File: config.mk
export PLATFORM = sky130hd
export DESIGN_NAME = modular_inverse_euclid_core
export DESIGN_NICKNAME = d
export VERILOG_FILES = /design/src/rtl/mie_pkg.sv /design/src/rtl/mie_ctrl.sv /design/src/rtl/mie_dp.sv /design/src/rtl/modular_inverse_euclid_core.sv
export SDC_FILE = /design/constraint.sdc
export NUM_CORES = 2
export LEC_CHECK = 0
export BUFFER_PORTS_ARGS = -buffer_cell sky130_fd_sc_hd__buf_4
export CORE_ASPECT_RATIO = 1.2
export CORE_UTILIZATION = 40
export CTS_CLUSTER_SIZE = 12
export DETAILED_ROUTE_END_ITERATION = 7
export PLACE_DENSITY_LB_ADDON = 0.05
export SYNTH_ARGS = -nofsm -noshare
export SYNTH_HDL_FRONTEND = slang
export SYNTH_SLANG_ARGS = --single-unit
File: constraint.sdc
create_clock -name clk -period 9.4 [get_ports clk]
set_input_delay 0.94 -clock clk [delete_from_list [all_inputs] [get_ports clk]]
set_output_delay 0.94 -clock clk [all_outputs]
set_load 0.01 [all_outputs]
File: src/rtl/mie_pkg.sv
// ----------------------------------------------------------------------------
// mie_pkg: shared types for the modular inverse core
// Command and status groups between the controller and the datapath.
// ----------------------------------------------------------------------------
package mie_pkg;

  localparam int unsigned FIELD_W = 64;

  typedef struct packed {
    logic start;      // load operand, modulus and coefficients
    logic div_start;  // load divider
    logic div_sel;    // 0: value / divisor, 1: quotient / modulus
    logic div_step;
    logic div1_done;  // keep quotient and remainder of the first division
    logic div2_done;  // keep reduced quotient
    logic mul_start;
    logic mul_step;
    logic upd;        // rotate pair and coefficients
    logic fin_wr;     // write result register
    logic fin_bad;
  } ctl_cmd_t;

  typedef struct packed {
    logic m_lt2;
    logic val_le1;
    logic div_zero;
    logic q_ge_m;
    logic cnt_last;
    logic out_free;
  } ctl_sts_t;

endpackage

File: src/rtl/mie_ctrl.sv
// ----------------------------------------------------------------------------
// mie_ctrl: sequencer for the modular inverse core
// Walks each Euclid round: division, reduction if q >= m, multiply, update.
// ----------------------------------------------------------------------------
module mie_ctrl (
  input  logic              clk,
  input  logic              rst_n,
  input  logic              in_valid,
  output logic              in_stall,
  input  mie_pkg::ctl_sts_t sts,
  output mie_pkg::ctl_cmd_t cmd
);

  localparam logic [3:0] S_IDLE  = 4'd0;
  localparam logic [3:0] S_CHECK = 4'd1;
  localparam logic [3:0] S_DIV   = 4'd2;
  localparam logic [3:0] S_QCHK  = 4'd3;
  localparam logic [3:0] S_RDONE = 4'd4;
  localparam logic [3:0] S_MUL   = 4'd5;
  localparam logic [3:0] S_UPD   = 4'd6;
  localparam logic [3:0] S_FIN   = 4'd7;

  logic [3:0] state_r, state_nxt;
  logic       red_r, red_nxt;
  logic       bad_r, bad_nxt;

  assign in_stall = (state_r != S_IDLE);

  always_comb begin
    state_nxt = state_r;
    red_nxt   = red_r;
    bad_nxt   = bad_r;
    cmd       = '0;
    cmd.fin_bad = bad_r;
    case (state_r)
      S_IDLE: begin
        if (in_valid) begin
          cmd.start = 1'b1;
          state_nxt = S_CHECK;
        end
      end
      S_CHECK: begin
        if (sts.m_lt2) begin
          bad_nxt   = 1'b1;
          state_nxt = S_FIN;
        end else if (sts.val_le1) begin
          bad_nxt   = 1'b0;
          state_nxt = S_FIN;
        end else if (sts.div_zero) begin
          bad_nxt   = 1'b1;
          state_nxt = S_FIN;
        end else begin
          cmd.div_start = 1'b1;
          cmd.div_sel   = 1'b0;
          red_nxt       = 1'b0;
          state_nxt     = S_DIV;
        end
      end
      S_DIV: begin
        cmd.div_step = 1'b1;
        if (sts.cnt_last) state_nxt = red_r ? S_RDONE : S_QCHK;
      end
      S_QCHK: begin
        cmd.div1_done = 1'b1;
        if (sts.q_ge_m) begin
          cmd.div_start = 1'b1;
          cmd.div_sel   = 1'b1;
          red_nxt       = 1'b1;
          state_nxt     = S_DIV;
        end else begin
          cmd.mul_start = 1'b1;
          state_nxt     = S_MUL;
        end
      end
      S_RDONE: begin
        cmd.div2_done = 1'b1;
        cmd.mul_start = 1'b1;
        state_nxt     = S_MUL;
      end
      S_MUL: begin
        cmd.mul_step = 1'b1;
        if (sts.cnt_last) state_nxt = S_UPD;
      end
      S_UPD: begin
        cmd.upd   = 1'b1;
        state_nxt = S_CHECK;
      end
      S_FIN: begin
        // hold until the result register can take the beat
        if (sts.out_free) begin
          cmd.fin_wr = 1'b1;
          state_nxt  = S_IDLE;
        end
      end
      default: state_nxt = S_IDLE;
    endcase
  end

  always_ff @(posedge clk) begin
    if (!rst_n) begin
      state_r <= S_IDLE;
      red_r   <= 1'b0;
      bad_r   <= 1'b0;
    end else begin
      state_r <= state_nxt;
      red_r   <= red_nxt;
      bad_r   <= bad_nxt;
    end
  end

  a_fin_free: assert property (@(posedge clk) disable iff (!rst_n)
    cmd.fin_wr |-> sts.out_free) else $error("result written while register busy");
  a_div_end: assert property (@(posedge clk) disable iff (!rst_n)
    (state_r == S_DIV && sts.cnt_last) |=> (state_r == S_QCHK || state_r == S_RDONE))
    else $error("division did not end in a check state");
  a_start: assert property (@(posedge clk) disable iff (!rst_n)
    cmd.start |=> state_r == S_CHECK) else $error("start did not enter check");

endmodule

File: src/rtl/mie_dp.sv
// ----------------------------------------------------------------------------
// mie_dp: datapath for the modular inverse core
// Bit-serial divider, shift-and-add modular multiplier, result register.
// ----------------------------------------------------------------------------
module mie_dp #(
  parameter int unsigned WIDTH = 64
) (
  input  logic                          clk,
  input  logic                          rst_n,
  input  logic                          cfg_we,
  input  logic [mie_pkg::FIELD_W-1:0]   cfg_wdata,
  input  logic [mie_pkg::FIELD_W-1:0]   in_operand,
  input  mie_pkg::ctl_cmd_t             cmd,
  output mie_pkg::ctl_sts_t             sts,
  output logic                          out_valid,
  input  logic                          out_stall,
  output logic [mie_pkg::FIELD_W-1:0]   out_inverse,
  output logic                          out_not_invertible
);

  localparam int unsigned CW = $clog2(WIDTH);
  localparam logic [CW-1:0] CNT_LAST = CW'(WIDTH - 1);
  localparam logic [WIDTH-1:0] ONE = WIDTH'(1);

  function automatic logic [WIDTH-1:0] add_mod(input logic [WIDTH-1:0] x,
                                               input logic [WIDTH-1:0] y,
                                               input logic [WIDTH-1:0] m);
    logic [WIDTH-1:0] gap;
    gap = m - y;
    return (x >= gap) ? (x - gap) : (x + y);
  endfunction

  logic [WIDTH-1:0] mod_cfg_r;
  logic [WIDTH-1:0] m_r, val_r, div_r, x0_r, x1_r, q_r, r1_r;
  logic [WIDTH-1:0] dq_r, dr_r, dd_r, acc_r, mb_r;
  logic [CW-1:0]    cnt_r;
  logic [WIDTH-1:0] res_r;
  logic             bad_r, ov_r;

  logic [WIDTH:0]   sh;
  logic             ge;
  logic [WIDTH:0]   diff;
  logic [WIDTH-1:0] dbl, acc_nxt, nx;

  always_comb begin
    sh      = {dr_r, dq_r[WIDTH-1]};
    diff    = sh - {1'b0, dd_r};
    ge      = (sh >= {1'b0, dd_r});
    dbl     = add_mod(acc_r, acc_r, m_r);
    acc_nxt = mb_r[WIDTH-1] ? add_mod(dbl, q_r, m_r) : dbl;
    nx      = (x1_r >= acc_r) ? (x1_r - acc_r) : (x1_r + (m_r - acc_r));
  end

  always_comb begin
    sts.m_lt2    = (m_r < WIDTH'(2));
    sts.val_le1  = (val_r <= ONE);
    sts.div_zero = (div_r == '0);
    sts.q_ge_m   = (dq_r >= m_r);
    sts.cnt_last = (cnt_r == CNT_LAST);
    sts.out_free = !ov_r || !out_stall;
  end

  always_ff @(posedge clk) begin
    if (!rst_n) mod_cfg_r <= WIDTH'(2);
    else if (cfg_we) mod_cfg_r <= cfg_wdata[WIDTH-1:0];
  end

  always_ff @(posedge clk) begin
    if (cmd.start) begin
      m_r   <= mod_cfg_r;
      val_r <= in_operand[WIDTH-1:0];
      div_r <= mod_cfg_r;
      x0_r  <= '0;
      x1_r  <= ONE;
    end
    if (cmd.div_start) begin
      dq_r  <= cmd.div_sel ? dq_r : val_r;
      dd_r  <= cmd.div_sel ? m_r : div_r;
      dr_r  <= '0;
      cnt_r <= '0;
    end
    if (cmd.div_step) begin
      dq_r  <= {dq_r[WIDTH-2:0], ge};
      dr_r  <= ge ? diff[WIDTH-1:0] : sh[WIDTH-1:0];
      cnt_r <= cnt_r + 1'b1;
    end
    if (cmd.div1_done) begin
      q_r  <= dq_r;
      r1_r <= dr_r;
    end
    if (cmd.div2_done) q_r <= dr_r;
    if (cmd.mul_start) begin
      acc_r <= '0;
      mb_r  <= x0_r;
      cnt_r <= '0;
    end
    if (cmd.mul_step) begin
      acc_r <= acc_nxt;
      mb_r  <= {mb_r[WIDTH-2:0], 1'b0};
      cnt_r <= cnt_r + 1'b1;
    end
    if (cmd.upd) begin
      val_r <= div_r;
      div_r <= r1_r;
      x1_r  <= x0_r;
      x0_r  <= nx;
    end
    if (cmd.fin_wr) begin
      res_r <= cmd.fin_bad ? '0 : x1_r;
      bad_r <= cmd.fin_bad;
    end
  end

  always_ff @(posedge clk) begin
    if (!rst_n) ov_r <= 1'b0;
    else if (cmd.fin_wr) ov_r <= 1'b1;
    else if (!out_stall) ov_r <= 1'b0;
  end

  assign out_valid          = ov_r;
  assign out_inverse        = mie_pkg::FIELD_W'(res_r);
  assign out_not_invertible = bad_r;

endmodule

File: src/rtl/modular_inverse_euclid_core.sv
// ----------------------------------------------------------------------------
// modular_inverse_euclid_core: modular inverse by extended Euclid
// Returns operand^-1 mod modulus, or a not-invertible flag.
// ----------------------------------------------------------------------------
//  channel  | ports                                         | handshake
//  ---------+-----------------------------------------------+-------------
//  input    | in_operand                                    | valid/stall
//  result   | out_inverse, out_not_invertible               | valid/stall
//  config   | cfg_we, cfg_wdata (modulus, reset 2)          | write enable
//
//  A round whose quotient reaches the modulus runs a second division to reduce
//  it; the bit-serial divider and the shift-and-add multiplier work one bit
//  per cycle each.
//  Reset is synchronous, active low; the modulus returns to 2.
//  A result waits in its own register, so a new operand is taken meanwhile.
// ----------------------------------------------------------------------------
module modular_inverse_euclid_core #(
  parameter int unsigned WIDTH = 64
) (
  input  logic                        clk,
  input  logic                        rst_n,
  input  logic                        cfg_we,
  input  logic [mie_pkg::FIELD_W-1:0] cfg_wdata,
  input  logic                        in_valid,
  output logic                        in_stall,
  input  logic [mie_pkg::FIELD_W-1:0] in_operand,
  output logic                        out_valid,
  input  logic                        out_stall,
  output logic [mie_pkg::FIELD_W-1:0] out_inverse,
  output logic                        out_not_invertible
);

  mie_pkg::ctl_cmd_t cmd;
  mie_pkg::ctl_sts_t sts;

  mie_ctrl u_ctrl (
    .clk      (clk),
    .rst_n    (rst_n),
    .in_valid (in_valid),
    .in_stall (in_stall),
    .sts      (sts),
    .cmd      (cmd)
  );

  mie_dp #(.WIDTH(WIDTH)) u_dp (
    .clk                (clk),
    .rst_n              (rst_n),
    .cfg_we             (cfg_we),
    .cfg_wdata          (cfg_wdata),
    .in_operand         (in_operand),
    .cmd                (cmd),
    .sts                (sts),
    .out_valid          (out_valid),
    .out_stall          (out_stall),
    .out_inverse        (out_inverse),
    .out_not_invertible (out_not_invertible)
  );

endmodule

==> results.json <==
{
  "clkSlewWorstSetupHoldPaths_ps": 70,
  "cp.buffers_inverters": 10,
  "grt_pass1_wl_um": 369000,
  "finalCriticalPeriod_ps": 9630,
  "met2_length_um": 112000,
  "cpMaxStageDelayCell": "or4_4",
  "synth.distinct_cells": 111,
  "wl_met1_um": 118000,
  "root_buffer": "clkbuf_16",
  "violations": "design-rule violations, negative setup slack",
  "wire_per_inst_um": 23.0,
  "syn_nets": 8064,
  "cts_sinks": 909,
  "fillers": 15900,
  "p_comb_frac": 0.666,
  "core_area_um2": 166000,
  "hold_viol_final": 0,
  "via_count": 59100,
  "drv_cap": 0,
  "required_ps": 9860,
  "yosysWarningCount": 0,
  "first_global_vias": 58100,
  "total_leakage_power_uw": 0.0372,
  "tightestPinTransition_ps": 1290,
  "layoutNonFillerInstCount": 10900,
  "cp_max_fo": 5,
  "outcome": "complete, but fails checks",
  "final_core_utilization": 0.502,
  "rows": 164,
  "netlist_area_um2": 67000,
  "synthArstFlopShare": 0,
  "detail-route-antenna-nets": 0,
  "antenna_found_initial": 6,
  "dr.first_iter.drc_count": 4078,
  "numPortBuffers": 199,
  "layout.nets": 9238,
  "fin_area_um2": 83600,
  "dp.cells": 10600,
  "setup_viol": 55,
  "timing.fmax_mhz": 104,
  "fin_total_pwr_uw": 29400,
  "clk_latency_ps": 760,
  "hpwl_um": 202000,
  "die_h_um": 450,
  "p_sw_frac": 0.443,
  "syn_to_final_growth_pct": 24.9,
  "power.density_cell_area_nw_per_um2": 351,
  "syn_inst": 7370,
  "cts_hold_buf": 0,
  "crit_path_max_incr_delay_ps": 590,
  "critPathArrivalTime_ps": 10100,
  "place_congestion": 0.985,
  "setup.worst_path.start_class": "register",
  "seq_area_frac_synth": 0.397,
  "vias_per_cell": 5.44,
  "cts_inserted_buffers": 99,
  "slew_viol_final": 0,
  "start_util": 0.402,
  "drive_above_1_share": 0.212,
  "routed_wl_um": 250000,
  "die_width_um": 375,
  "highest_layer": "met5",
  "setup.worst_path.class": "reg -> reg",
  "rsz0062_at_grt": "true",
  "routed-wl-met3_um": 11500,
  "avgSynthCellArea_um2": 9.08,
  "placedInstanceArea_um2": 78800,
  "grt_max_degree": 127,
  "drt-pass1-iter-count": 7,
  "intPower_uw": 16300,
  "worst_ir_drop_vdd_v": 0.000261,
  "cts_max_level": 3,
  "synthFlopType": "edfxtp_1",
  "power_frac_clock": 0.135,
  "hp-class": "in -> reg",
  "ys_ff_latch": 909,
  "cts_buffer_depth": 3,
  "io_pins": 200,
  "p_switching_uw": 13000,
  "gr-total-overflow": 0,
  "dieArea_um2": 169000,
  "setup_tns_ps": -3930,
  "path_delay_family": "compound AO/OA/AOI/OAI gates",
  "fin_crit_sh": 1.02,
  "drc": 2,
  "synth_enable_flop_cells": 838,
  "cts_tree": "built",
  "cp-end-kind": "register",
  "setup_ws_ps": -233,
  "slew_headroom": 0.133,
  "seqPwrFrac": 0.198,
  "crit_top_cell": "buf_4",
  "skew_ps": 54.6,
  "grt.total_usage": 0.291
}
## cells by family (layout without fill, tap and decap cells)
group,Yosys count,count (layout),share of synthesized area
mux,155,155,0.0244
other cells,0,1,0
simple gates,2475,2478,0.173
fa+ha+maj,576,576,0.108
compound gates,2049,2049,0.195
xor+xnor,462,462,0.0604
buf+inv,744,1997,0.0426
flops,909,909,0.397
## per-stage QoR
| stage | hold slack [ps] | setup slack [ps] |
|---|---|---|
| CTS | 369 | -309 |
| floorplan | 426 | 4.80 |
| finish | 410 | -233 |
| global placement | 442 | -999 |
| global route | 416 | -722 |
| detailed placement | 446 | -1020 |
## final timing paths
path / start / endpoint / slack, ps / cells past startpoint
hold reg to reg: u_dp.mod_cfg_r[51] / u_dp.m_r[51] / 450 / 0
setup / recovery: u_dp.acc_r[20] / u_dp.acc_r[49] / -230 / 48
setup reg to reg: u_dp.acc_r[20] / u_dp.acc_r[49] / -230 / 48
hold / removal: cfg_wdata[1] / u_dp.mod_cfg_r[1] / 410 / 3
## layer usage
metal  vias to the layer above  GRT usage
met3                       259     0.0295
met4                         2     0.0929
li1                      29100          -
met1                     28400      0.412
met2                      1390      0.464
met5                         -          0
## what timing repair did
item | in CTS | in global routing
pin swaps | 128 | 53
gates resized for setup | 214 | 62
setup buffers | 33 | 11
endpoints found under the setup margin | 64 | 64
gates cloned | 8 | 0
endpoints found under the hold margin | 0 | 0
## area by class of cell
cell class                 count  area, um2  share of cell area
timing repair buffer        1346      10500               0.125
clock buffer                 143       2730              0.0327
tap                         2241       2800              0.0335
antenna                        1       2.50           0.0000299
sequential                   909      26600               0.318
clock inverter                40        505             0.00604
inverter                     468       1760              0.0210
multi-input combinational   5720      38700               0.463
## cells in the mapped netlist (all sizes together), types with 133 or more instances
| cell | instances | area, um2 |
|---|---|---|
| a21o | 322 | 2420 |
| a21oi | 667 | 3340 |
| clkbuf | 235 | 885 |
| edfxtp | 838 | 25200 |
| ha | 555 | 6940 |
| inv | 467 | 1750 |
| nand2 | 1014 | 3810 |
| nand3 | 133 | 676 |
| nor2 | 529 | 2000 |
| nor2b | 147 | 920 |
| o21ai | 429 | 2150 |
| xnor2 | 295 | 2580 |
| xor2 | 167 | 1460 |
## tightest hold or removal path, delay by kind of cell
family	cells	cell delay, ps
buf+inv	1	80
mux	1	60
simple gates	1	60
## power groups by stage
| stage | sequential (uW) | combinational, uW | clock [uW] |
|---|---|---|---|
| after floorplan | 5590 | 10300 | 0 |
| after global placement | 5870 | 17900 | 0 |
| after detailed placement | 5870 | 17900 | 0 |
| after CTS | 5800 | 19200 | 4050 |
| after global routing | 5870 | 21200 | 4190 |
| final | 5820 | 19600 | 3980 |
## layout by cell type (no fill, tap or decap), types with 144 or more instances in the layout
cell type  count
nor2b_1      144
buf_4       1302
xnor2_1      289
a21o_1       321
o21ai_0      372
inv_1        459
nand2_1      989
edfxtp_1     838
a21oi_1      621
nor2_1       517
ha_1         549
xor2_1       164
No activity file was read; power rests on OpenSTA's default activity.
